### config.mk
export PLATFORM = sky130hd
export DESIGN_NAME = concatenated_image_boundary_finder
export DESIGN_NICKNAME = d
export VERILOG_FILES = /design/src/sv/cibf_pkg.sv /design/src/sv/concatenated_image_boundary_finder.sv
export SDC_FILE = /design/constraint.sdc
export NUM_CORES = 1
export LEC_CHECK = 0
export ABC_AREA = 1
export BUFFER_PORTS_ARGS = -buffer_cell sky130_fd_sc_hd__buf_2
export CORE_MARGIN = 5
export CORE_UTILIZATION = 45
export CTS_CLUSTER_SIZE = 12
export DETAILED_ROUTE_END_ITERATION = 12
export PLACE_DENSITY = 0.68
export SKIP_LAST_GASP = 1
export SYNTH_ARGS = -nofsm -noshare
export SYNTH_HDL_FRONTEND = slang
export SYNTH_SLANG_ARGS = --single-unit
### constraint.sdc
create_clock -name clk -period 5.3 [get_ports clk]
set_input_delay 0.265 -clock clk [delete_from_list [all_inputs] [get_ports clk]]
set_output_delay 0.265 -clock clk [all_outputs]
set_load 0.02 [all_outputs]
### src/sv/cibf_pkg.sv
// Shared types, constants and signature tables for the image boundary finder.
// No dependencies.
`default_nettype none

package cibf_pkg;

    localparam int OFFSET_BITS = 32;
    localparam int INDEX_BITS  = 16;
    localparam int OUT_OFFSET_BITS = 32;
    localparam int OUT_INDEX_BITS  = 16;

    localparam logic [7:0] MK_FF    = 8'hFF;
    localparam logic [7:0] MK_SOI   = 8'hD8;
    localparam logic [7:0] MK_EOI   = 8'hD9;
    localparam logic [7:0] MK_SOS   = 8'hDA;
    localparam logic [7:0] MK_TEM   = 8'h01;
    localparam logic [7:0] MK_STUFF = 8'h00;
    localparam logic [4:0] MK_RST_HI = 5'b11010;   // D0..D7

    typedef enum logic [11:0] {
        PH_SIG      = 12'b0000_0000_0001,
        PH_TRAIL    = 12'b0000_0000_0010,
        PH_DEAD     = 12'b0000_0000_0100,
        PH_J_MARK   = 12'b0000_0000_1000,
        PH_J_CODE   = 12'b0000_0001_0000,
        PH_J_LEN_HI = 12'b0000_0010_0000,
        PH_J_LEN_LO = 12'b0000_0100_0000,
        PH_J_SKIP   = 12'b0000_1000_0000,
        PH_J_SCAN   = 12'b0001_0000_0000,
        PH_P_LEN    = 12'b0010_0000_0000,
        PH_P_TYPE   = 12'b0100_0000_0000,
        PH_P_SKIP   = 12'b1000_0000_0000
    } phase_t;

    typedef enum logic [1:0] {
        FMT_JPEG  = 2'd0,
        FMT_PNG   = 2'd1,
        FMT_OTHER = 2'd2
    } fmt_t;

    typedef enum logic [2:0] {
        ST_ENDED      = 3'd0,
        ST_ENDED_LAST = 3'd1,
        ST_TRAILING   = 3'd2,
        ST_UNRECOG    = 3'd3,
        ST_BAD_MARKER = 3'd4,
        ST_TRUNCATED  = 3'd5
    } status_t;

    typedef enum logic [1:0] {
        EV_NONE = 2'd0,
        EV_END  = 2'd1,
        EV_BAD  = 2'd2
    } event_t;

    function automatic logic [7:0] png_sig_byte(input logic [2:0] k);
        logic [7:0] v;
        case (k)
            3'd0:    v = 8'h89;
            3'd1:    v = 8'h50;
            3'd2:    v = 8'h4E;
            3'd3:    v = 8'h47;
            3'd4:    v = 8'h0D;
            3'd5:    v = 8'h0A;
            3'd6:    v = 8'h1A;
            default: v = 8'h0A;
        endcase
        return v;
    endfunction

    function automatic logic [7:0] iend_byte(input logic [1:0] k);
        logic [7:0] v;
        case (k)
            2'd0:    v = 8'h49;
            2'd1:    v = 8'h45;
            2'd2:    v = 8'h4E;
            default: v = 8'h44;
        endcase
        return v;
    endfunction

endpackage

`default_nettype wire

### src/sv/concatenated_image_boundary_finder.sv
// Image boundary finder: splits a byte stream of JPEG/PNG images laid end to end.
// Top level, single module. Depends on cibf_pkg.
//
// Usage:
//   Byte channel (byte_valid / byte_stall, data_byte, end_of_stream) takes one
//   byte of the stream per item; end_of_stream marks the last byte, after
//   which all parser state returns to its reset value and a new stream may start.
//   Piece channel (piece_valid / piece_stall, start_offset, end_offset,
//   piece_format, piece_index, status) gives at most one item per byte: an
//   image end, a bad marker, a truncation, trailing or unrecognized data.
//   Throughput: one byte per cycle. Each byte is handled by one pass of the
//   parser logic into the state registers; the result register is loaded at
//   the same edge, so a piece item is valid the cycle after its byte.
//   When the receiver stalls with a piece item held, byte_stall rises and no
//   byte is taken until that item leaves; an empty or draining result
//   register lets bytes flow every cycle.
//   Reset (rst_n low, asynchronous) clears the parser to signature matching,
//   offsets and piece count to zero, and empties the result register.
`default_nettype none

module concatenated_image_boundary_finder (
    input  wire logic        clk,
    input  wire logic        rst_n,
    input  wire logic        byte_valid,
    output logic             byte_stall,
    input  wire logic [7:0]  data_byte,
    input  wire logic        end_of_stream,
    output logic             piece_valid,
    input  wire logic        piece_stall,
    output logic [31:0]      start_offset,
    output logic [31:0]      end_offset,
    output logic [1:0]       piece_format,
    output logic [15:0]      piece_index,
    output logic [2:0]       status
);
    import cibf_pkg::*;

    phase_t                  phase_reg,  phase_next;
    logic [OFFSET_BITS-1:0]  offset_reg, offset_next;
    logic [OFFSET_BITS-1:0]  pstart_reg, pstart_next;
    logic [2:0]              sigcnt_reg, sigcnt_next;
    logic                    jcand_reg,  jcand_next;
    logic                    pcand_reg,  pcand_next;
    logic [31:0]             acc_reg,    acc_next;
    logic [32:0]             skip_reg,   skip_next;
    logic                    cie_reg,    cie_next;
    logic                    sawff_reg,  sawff_next;
    logic [INDEX_BITS-1:0]   count_reg,  count_next;

    logic                    pvalid_reg, pvalid_next;
    logic [OFFSET_BITS-1:0]  ostart_reg, oend_reg;
    fmt_t                    ofmt_reg;
    logic [INDEX_BITS-1:0]   oindex_reg;
    status_t                 ostatus_reg;

    logic                    accept;
    logic                    emit;
    fmt_t                    emit_fmt;
    status_t                 emit_status;

    logic [OFFSET_BITS+OUT_OFFSET_BITS-1:0] start_ext, end_ext;
    logic [INDEX_BITS+OUT_INDEX_BITS-1:0]   index_ext;

    assign byte_stall = pvalid_reg && piece_stall;
    assign accept     = byte_valid && !byte_stall;

    always_comb
    begin
        event_t     ev;
        logic       do_code;
        logic       seg_done;
        logic       is_png;
        logic       jc;
        logic       pc;
        logic [2:0] k;
        logic [15:0] seg_len;
        logic [32:0] skip_dec;

        phase_next  = phase_reg;
        offset_next = offset_reg;
        pstart_next = pstart_reg;
        sigcnt_next = sigcnt_reg;
        jcand_next  = jcand_reg;
        pcand_next  = pcand_reg;
        acc_next    = acc_reg;
        skip_next   = skip_reg;
        cie_next    = cie_reg;
        sawff_next  = sawff_reg;
        count_next  = count_reg;
        emit        = 1'b0;
        emit_fmt    = FMT_JPEG;
        emit_status = ST_ENDED;

        ev       = EV_NONE;
        do_code  = 1'b0;
        seg_done = 1'b0;
        is_png   = (phase_reg == PH_P_LEN) || (phase_reg == PH_P_TYPE)
                || (phase_reg == PH_P_SKIP);
        k        = sigcnt_reg;
        jc       = 1'b0;
        pc       = 1'b0;
        seg_len  = {acc_reg[7:0], data_byte};
        skip_dec = (skip_reg != 33'd0) ? skip_reg - 33'd1 : skip_reg;

        case (phase_reg)
            PH_SIG:
            begin
                jc = jcand_reg && (k < 3'd2)
                     && (data_byte == (k[0] ? MK_SOI : MK_FF));
                pc = pcand_reg && (data_byte == png_sig_byte(k));
                jcand_next  = jc;
                pcand_next  = pc;
                sigcnt_next = k + 3'd1;
                if (jc && k == 3'd1)
                begin
                    phase_next = PH_J_MARK;
                end
                else if (pc && k == 3'd7)
                begin
                    phase_next  = PH_P_LEN;
                    sigcnt_next = 3'd0;
                    acc_next    = 32'd0;
                end
                else if (!jc && !pc)
                begin
                    phase_next = PH_TRAIL;
                end
            end
            PH_J_MARK:
            begin
                if (data_byte == MK_FF)
                    phase_next = PH_J_CODE;
                else
                    ev = EV_BAD;
            end
            PH_J_CODE:
            begin
                do_code = 1'b1;
            end
            PH_J_LEN_HI:
            begin
                acc_next   = {24'd0, data_byte};
                phase_next = PH_J_LEN_LO;
            end
            PH_J_LEN_LO:
            begin
                if (seg_len < 16'd2)
                begin
                    ev = EV_BAD;
                end
                else
                begin
                    skip_next = {17'd0, seg_len - 16'd2};
                    if (seg_len == 16'd2)
                        seg_done = 1'b1;
                    else
                        phase_next = PH_J_SKIP;
                end
            end
            PH_J_SKIP:
            begin
                skip_next = skip_dec;
                if (skip_dec == 33'd0)
                    seg_done = 1'b1;
            end
            PH_J_SCAN:
            begin
                if (!sawff_reg)
                begin
                    if (data_byte == MK_FF)
                        sawff_next = 1'b1;
                end
                else if (data_byte == MK_FF)
                begin
                    sawff_next = 1'b1;   // fill byte
                end
                else if (data_byte == MK_STUFF || data_byte[7:3] == MK_RST_HI)
                begin
                    sawff_next = 1'b0;
                end
                else
                begin
                    sawff_next = 1'b0;
                    do_code    = 1'b1;
                end
            end
            PH_P_LEN:
            begin
                acc_next    = {acc_reg[23:0], data_byte};
                sigcnt_next = sigcnt_reg + 3'd1;
                if (sigcnt_reg == 3'd3)
                begin
                    phase_next  = PH_P_TYPE;
                    sigcnt_next = 3'd0;
                    cie_next    = 1'b1;
                end
            end
            PH_P_TYPE:
            begin
                cie_next    = cie_reg && (data_byte == iend_byte(k[1:0]));
                sigcnt_next = {1'b0, k[1:0]} + 3'd1;
                if (k[1:0] == 2'd3)
                begin
                    skip_next  = {1'b0, acc_reg} + 33'd4;   // data plus CRC
                    phase_next = PH_P_SKIP;
                end
            end
            PH_P_SKIP:
            begin
                skip_next = skip_dec;
                if (skip_dec == 33'd0)
                begin
                    if (cie_reg)
                    begin
                        ev = EV_END;
                    end
                    else
                    begin
                        phase_next  = PH_P_LEN;
                        sigcnt_next = 3'd0;
                        acc_next    = 32'd0;
                    end
                end
            end
            default:
            begin
                phase_next = phase_reg;   // trailing data or dead: hold
            end
        endcase

        // Segment skipped: SOS enters entropy data, anything else a new marker.
        if (seg_done)
        begin
            if (cie_reg)
            begin
                phase_next = PH_J_SCAN;
                sawff_next = 1'b0;
            end
            else
            begin
                phase_next = PH_J_MARK;
            end
        end

        // Marker code after FF.
        if (do_code)
        begin
            if (data_byte == MK_FF)
                phase_next = PH_J_CODE;
            else if (data_byte == MK_EOI)
                ev = EV_END;
            else if (data_byte == MK_STUFF || data_byte == MK_SOI)
                ev = EV_BAD;
            else if (data_byte == MK_TEM || data_byte[7:3] == MK_RST_HI)
                phase_next = PH_J_MARK;
            else
            begin
                cie_next   = (data_byte == MK_SOS);
                phase_next = PH_J_LEN_HI;
            end
        end

        case (ev)
            EV_END:
            begin
                emit        = 1'b1;
                emit_fmt    = is_png ? FMT_PNG : FMT_JPEG;
                emit_status = end_of_stream ? ST_ENDED_LAST : ST_ENDED;
                if (count_reg != {INDEX_BITS{1'b1}})
                    count_next = count_reg + 1'b1;
                pstart_next = offset_reg + 1'b1;
                phase_next  = PH_SIG;
                sigcnt_next = 3'd0;
                jcand_next  = 1'b1;
                pcand_next  = 1'b1;
                cie_next    = 1'b0;
                sawff_next  = 1'b0;
            end
            EV_BAD:
            begin
                emit        = 1'b1;
                emit_fmt    = is_png ? FMT_PNG : FMT_JPEG;
                emit_status = ST_BAD_MARKER;
                phase_next  = PH_DEAD;
            end
            default:
            begin
                emit = 1'b0;
            end
        endcase

        if (end_of_stream)
        begin
            if (!emit)
            begin
                if (phase_next == PH_SIG || phase_next == PH_TRAIL)
                begin
                    emit        = 1'b1;
                    emit_fmt    = FMT_OTHER;
                    emit_status = (count_reg == '0) ? ST_UNRECOG : ST_TRAILING;
                end
                else if (phase_next != PH_DEAD)
                begin
                    emit        = 1'b1;
                    emit_fmt    = ((phase_next == PH_P_LEN) || (phase_next == PH_P_TYPE)
                                   || (phase_next == PH_P_SKIP)) ? FMT_PNG : FMT_JPEG;
                    emit_status = ST_TRUNCATED;
                end
            end
            phase_next  = PH_SIG;
            offset_next = '0;
            pstart_next = '0;
            sigcnt_next = 3'd0;
            jcand_next  = 1'b1;
            pcand_next  = 1'b1;
            acc_next    = 32'd0;
            skip_next   = 33'd0;
            cie_next    = 1'b0;
            sawff_next  = 1'b0;
            count_next  = '0;
        end
        else
        begin
            offset_next = offset_reg + 1'b1;
        end
    end

    always_comb
    begin
        if (accept && emit)
            pvalid_next = 1'b1;
        else if (!piece_stall)
            pvalid_next = 1'b0;
        else
            pvalid_next = pvalid_reg;
    end

    always_ff @(posedge clk or negedge rst_n)
    begin
        if (!rst_n)
        begin
            phase_reg  <= PH_SIG;
            offset_reg <= '0;
            pstart_reg <= '0;
            sigcnt_reg <= 3'd0;
            jcand_reg  <= 1'b1;
            pcand_reg  <= 1'b1;
            acc_reg    <= 32'd0;
            skip_reg   <= 33'd0;
            cie_reg    <= 1'b0;
            sawff_reg  <= 1'b0;
            count_reg  <= '0;
            pvalid_reg <= 1'b0;
        end
        else
        begin
            pvalid_reg <= pvalid_next;
            if (accept)
            begin
                phase_reg  <= phase_next;
                offset_reg <= offset_next;
                pstart_reg <= pstart_next;
                sigcnt_reg <= sigcnt_next;
                jcand_reg  <= jcand_next;
                pcand_reg  <= pcand_next;
                acc_reg    <= acc_next;
                skip_reg   <= skip_next;
                cie_reg    <= cie_next;
                sawff_reg  <= sawff_next;
                count_reg  <= count_next;
            end
        end
    end

    // Result register, loaded from the pre-update state of the byte's pass.
    always_ff @(posedge clk)
    begin
        if (accept && emit)
        begin
            ostart_reg  <= pstart_reg;
            oend_reg    <= offset_reg + 1'b1;
            ofmt_reg    <= emit_fmt;
            oindex_reg  <= count_reg;
            ostatus_reg <= emit_status;
        end
    end

    assign start_ext = {{OUT_OFFSET_BITS{1'b0}}, ostart_reg};
    assign end_ext   = {{OUT_OFFSET_BITS{1'b0}}, oend_reg};
    assign index_ext = {{OUT_INDEX_BITS{1'b0}}, oindex_reg};

    assign piece_valid  = pvalid_reg;
    assign start_offset = start_ext[OUT_OFFSET_BITS-1:0];
    assign end_offset   = end_ext[OUT_OFFSET_BITS-1:0];
    assign piece_format = ofmt_reg;
    assign piece_index  = index_ext[OUT_INDEX_BITS-1:0];
    assign status       = ostatus_reg;

    // Last byte of a stream returns the parser to a clean start.
    a_eos_restart: assert property (@(posedge clk) disable iff (!rst_n)
        (accept && end_of_stream) |=> (phase_reg == PH_SIG && offset_reg == '0
                                       && count_reg == '0))
        else $error("parser not restarted after end of stream");

    // Piece count only grows within a stream.
    a_count_mono: assert property (@(posedge clk) disable iff (!rst_n)
        (accept && !end_of_stream) |=> (count_reg >= $past(count_reg)))
        else $error("piece count went backwards");

    // Unrecognized data carries only the trailing or unrecognized status.
    a_other_status: assert property (@(posedge clk) disable iff (!rst_n)
        (pvalid_reg && ofmt_reg == FMT_OTHER) |->
            (ostatus_reg == ST_TRAILING || ostatus_reg == ST_UNRECOG))
        else $error("bad status on unrecognized piece");

    // A stalled result is not overwritten.
    a_no_overwrite: assert property (@(posedge clk) disable iff (!rst_n)
        (pvalid_reg && piece_stall) |=> (pvalid_reg && $stable(oend_reg)
                                         && $stable(ostatus_reg)))
        else $error("held piece item overwritten");

endmodule

`default_nettype wire
==> qor.csv <==
metric,value,unit
outcome,finished clean,
"area leader, netlist",dfrtp_1,
Tcrit/Tclk final,91.5,%
reg2reg path depth,24,
CTS max path bufs,3,
endpoints failing hold,0,
area share of the largest cell type after synthesis,28.1,%
Synthesized Nets,1936,
Syn Area/Cell,7.58,µm²
clk_skew,13.7,ps
kind of critical path,flop to flop,
switching share of power,43.2,%
DIE HEIGHT,189,µm
DP HPWL,30.7,mm
antenna fix cells,0,
"antenna viol nets, final",0,
RSZ-0062 raised after global routing,false,
Num Clock Sinks,249,
Initial Utilization,45.6,%
startpoint types,flop,
share of total power in the clock network,25.6,%
worst setup path startpoint,skip_reg[0],
Lkg Pwr,7.57,nW
Detailed Routing Iterations Pass 1,8,
worst path required time,5530,ps
Cells after Synth,1904,
H-tree depth,1,
total CTS buffers,28,
pwr/cell area,449,nW/µm²
YS warnings,0,
register share of total power,30.4,%
crit path time final,4850,ps
hold depth,3,
Core Region,31600,µm²
IO Port Bufs,99,
Most used DFF post-synth,dfrtp_1,
Synth area leaders,"dfrtp_1 (28%), edfxtp_1 (17%), nand2_1 (12%), inv_1 (6.7%), o21ai_0 (6.2%)",
dpl cells,2376,
switching power,3.17,mW
Critical Path End Type,flop,
die area,35800,µm²
io pins,100,
die span in x,189,µm
Yosys reg bits,249,
"FFs w/ async S/R, synth",66.3,%
Post-route DRC,0,
GPL Wtd Cong,1.02,
initial drt markers,1153,
Worst-path clk slew,60,ps
critical path arrival,5080,ps
clock latency on the worst-skew pair,570,ps
"Seq/Total Area, Yosys",46.1,%
mapped cell area,14400,µm²
Cell Int Power,4.16,mW
Avg WL per Cell,16.7,µm
peak supply drop,0.274,mV
DRT Wirelength,40.7,mm
"non-filler cells, final",2430,
largest net degree at the start of global routing,66,
Rel. slew slack,36.4,%
Hold WC Path Type,primary input to flop,
Hold Path Origin,data_byte[1],
final net count,2038,
CP max FO,64,
setup_tns,0,ps
vias per cell,5.47,
Root Driver,clkbuf_16,
Yosys cell types,49,
via count,13300,
Least-Margin Pin Slew,952,ps
CTS tree,done,
antenna violations before repair,0,
logic gate share of total power,44.1,%
Overflow after GRT,0,
first-pass GRT wire length,65.7,mm
Reg2Reg Launch Point,skip_reg[0],
num rows,65,
share of cells above drive strength 1,11.6,%
GRT Total Usage,22.3,%
P&R area growth vs syn,13.0,%
max reg flops,33,
Max-Cap Viols,0,
FMAX,206,MHz
Final Max Tran Viols,0,
vias in the first global route,12400,
"Setup violations, final",0,
"EDFF count, synth",84,
==> area by class of cell <==
| cell class | count | area [µm²] |
|---|---|---|
| clock inverters | 9 | 109 |
| multi-input cells | 1335 | 6560 |
| clock buffers | 43 | 788 |
| flip-flops and latches | 249 | 6660 |
| inverters | 272 | 1020 |
| fillers | 3032 | 15300 |
| repair buffers | 120 | 677 |
| well taps | 402 | 503 |
==> placed cells by master, fill, tap and decap left out, drive strengths merged, types with 12 or more instances in the layout <==
cell type	synthesis	routed
nand2	482	482
inv	269	269
nor2	236	236
o21ai	201	201
dfrtp	162	162
nand3	121	121
buf	13	118
edfxtp	84	84
nand4	50	50
a21oi	46	46
clkbuf	35	43
nor3	41	41
o22ai	38	38
xor2	33	33
ha	19	19
o211ai	15	15
nor4	12	12
==> per-layer routing <==
layer  share of wire [%]  vias to the layer above  global-route usage (%)
met4                 2.8                        0                    6.25
met3                 7.2                       83                    2.58
met5                   0                        -                       0
met2                  44                      541                    34.9
li1                    -                     6507                       -
met1                  46                     6163                    33.1
==> final timing paths <==
check                                         to  slack [ps]
worst max-delay path            start_offset[12]         450
worst min register to register  start_offset[21]         450
max in group asynchronous          pstart_reg[8]        3910
min in group asynchronous           skip_reg[26]         270
worst min-delay path                  acc_reg[1]          70
worst max register to register  start_offset[12]         450
==> power groups by stage <==
stage                     Combinational, mW  Sequential (mW)  Clock [mW]
after CTS                              3.14             2.23        1.92
after detailed placement               3.12             2.26           0
after global routing                   3.57             2.24        1.99
after floorplan                        2.34             2.28           0
after global placement                 3.11             2.26           0
final                                  3.23             2.23        1.87
==> worst max-delay path, cell delays in order (launching register included) <==
cell	delay, ps
dfrtp_1	410
inv_1	220
ha_1	290
nand2_1	190
nor2_1	280
nand2_1	160
o21ai_1	160
nand2_1	120
nand2_4	80
nand2_1	50
nor2_1	120
nand2_1	60
nor2_1	180
nand4_1	140
o21ai_0	170
ha_2	450
o311ai_0	350
nand2_1	260
nor2_4	50
nand3_2	80
nand2_1	50
nand2_1	70
nand2_1	100
clkinvlp_4	130
buf_12	280
==> cell families (layout without fill, tap and decap cells) <==
| group | after synthesis | count (layout) | synth area share (%) |
|---|---|---|---|
| AOI/OAI and AO/OA | 328 | 328 | 12.5 |
| and+or+nand+nor | 952 | 952 | 28.9 |
| xor gates and xnor gates | 35 | 35 | 2.12 |
| muxes | 1 | 1 | 0.0693 |
| buffers and inverters | 320 | 444 | 8.62 |
| adders and majority gates | 19 | 19 | 1.65 |
| DFF | 249 | 249 | 46.1 |
==> Yosys cell counts (13+ instances only) <==
cell type,number
a21oi_1,46
dfrtp_1,162
inv_2,13
clkbuf_1,35
o21ai_1,21
nor3_1,39
xor2_1,33
o211ai_1,15
nor2_1,211
edfxtp_1,84
nand3_1,118
nand2_1,464
nor2_2,18
nand2_2,16
inv_1,256
o22ai_1,38
ha_1,19
o21ai_0,179
nand4_1,46
==> through the flow <==
| stage | hold WS [ps] | power [mW] | cell area, µm² | utilization, % | setup WS (ps) |
|---|---|---|---|---|---|
| 6_report | 73.3 | 7.33 | 16300 | 51.6 | 452 |
| 5_1_grt | 72.7 | 7.80 | 16300 | 51.6 | 35.7 |
| 4_1_cts | 51.3 | 7.28 | 16300 | 51.5 | 337 |
| 3_5_place_dp | 311 | 5.38 | 15400 | 48.6 | 337 |
| 3_3_place_gp | 311 | 5.37 | 15400 | 48.6 | 550 |
| 2_1_floorplan | -30.6 | 4.62 | 14400 | - | 348 |
==> repair_timing <==
| item | 4_1_cts | 5_1_grt |
|---|---|---|
| endpoints found under the setup margin | 0 | 88 |
| hold buffers | 2 | 0 |
| resized for setup | 0 | 6 |
| setup buffers | 0 | 0 |
| endpoints found under the hold margin | 61 | 0 |
Power figures use the tool's default switching activity.
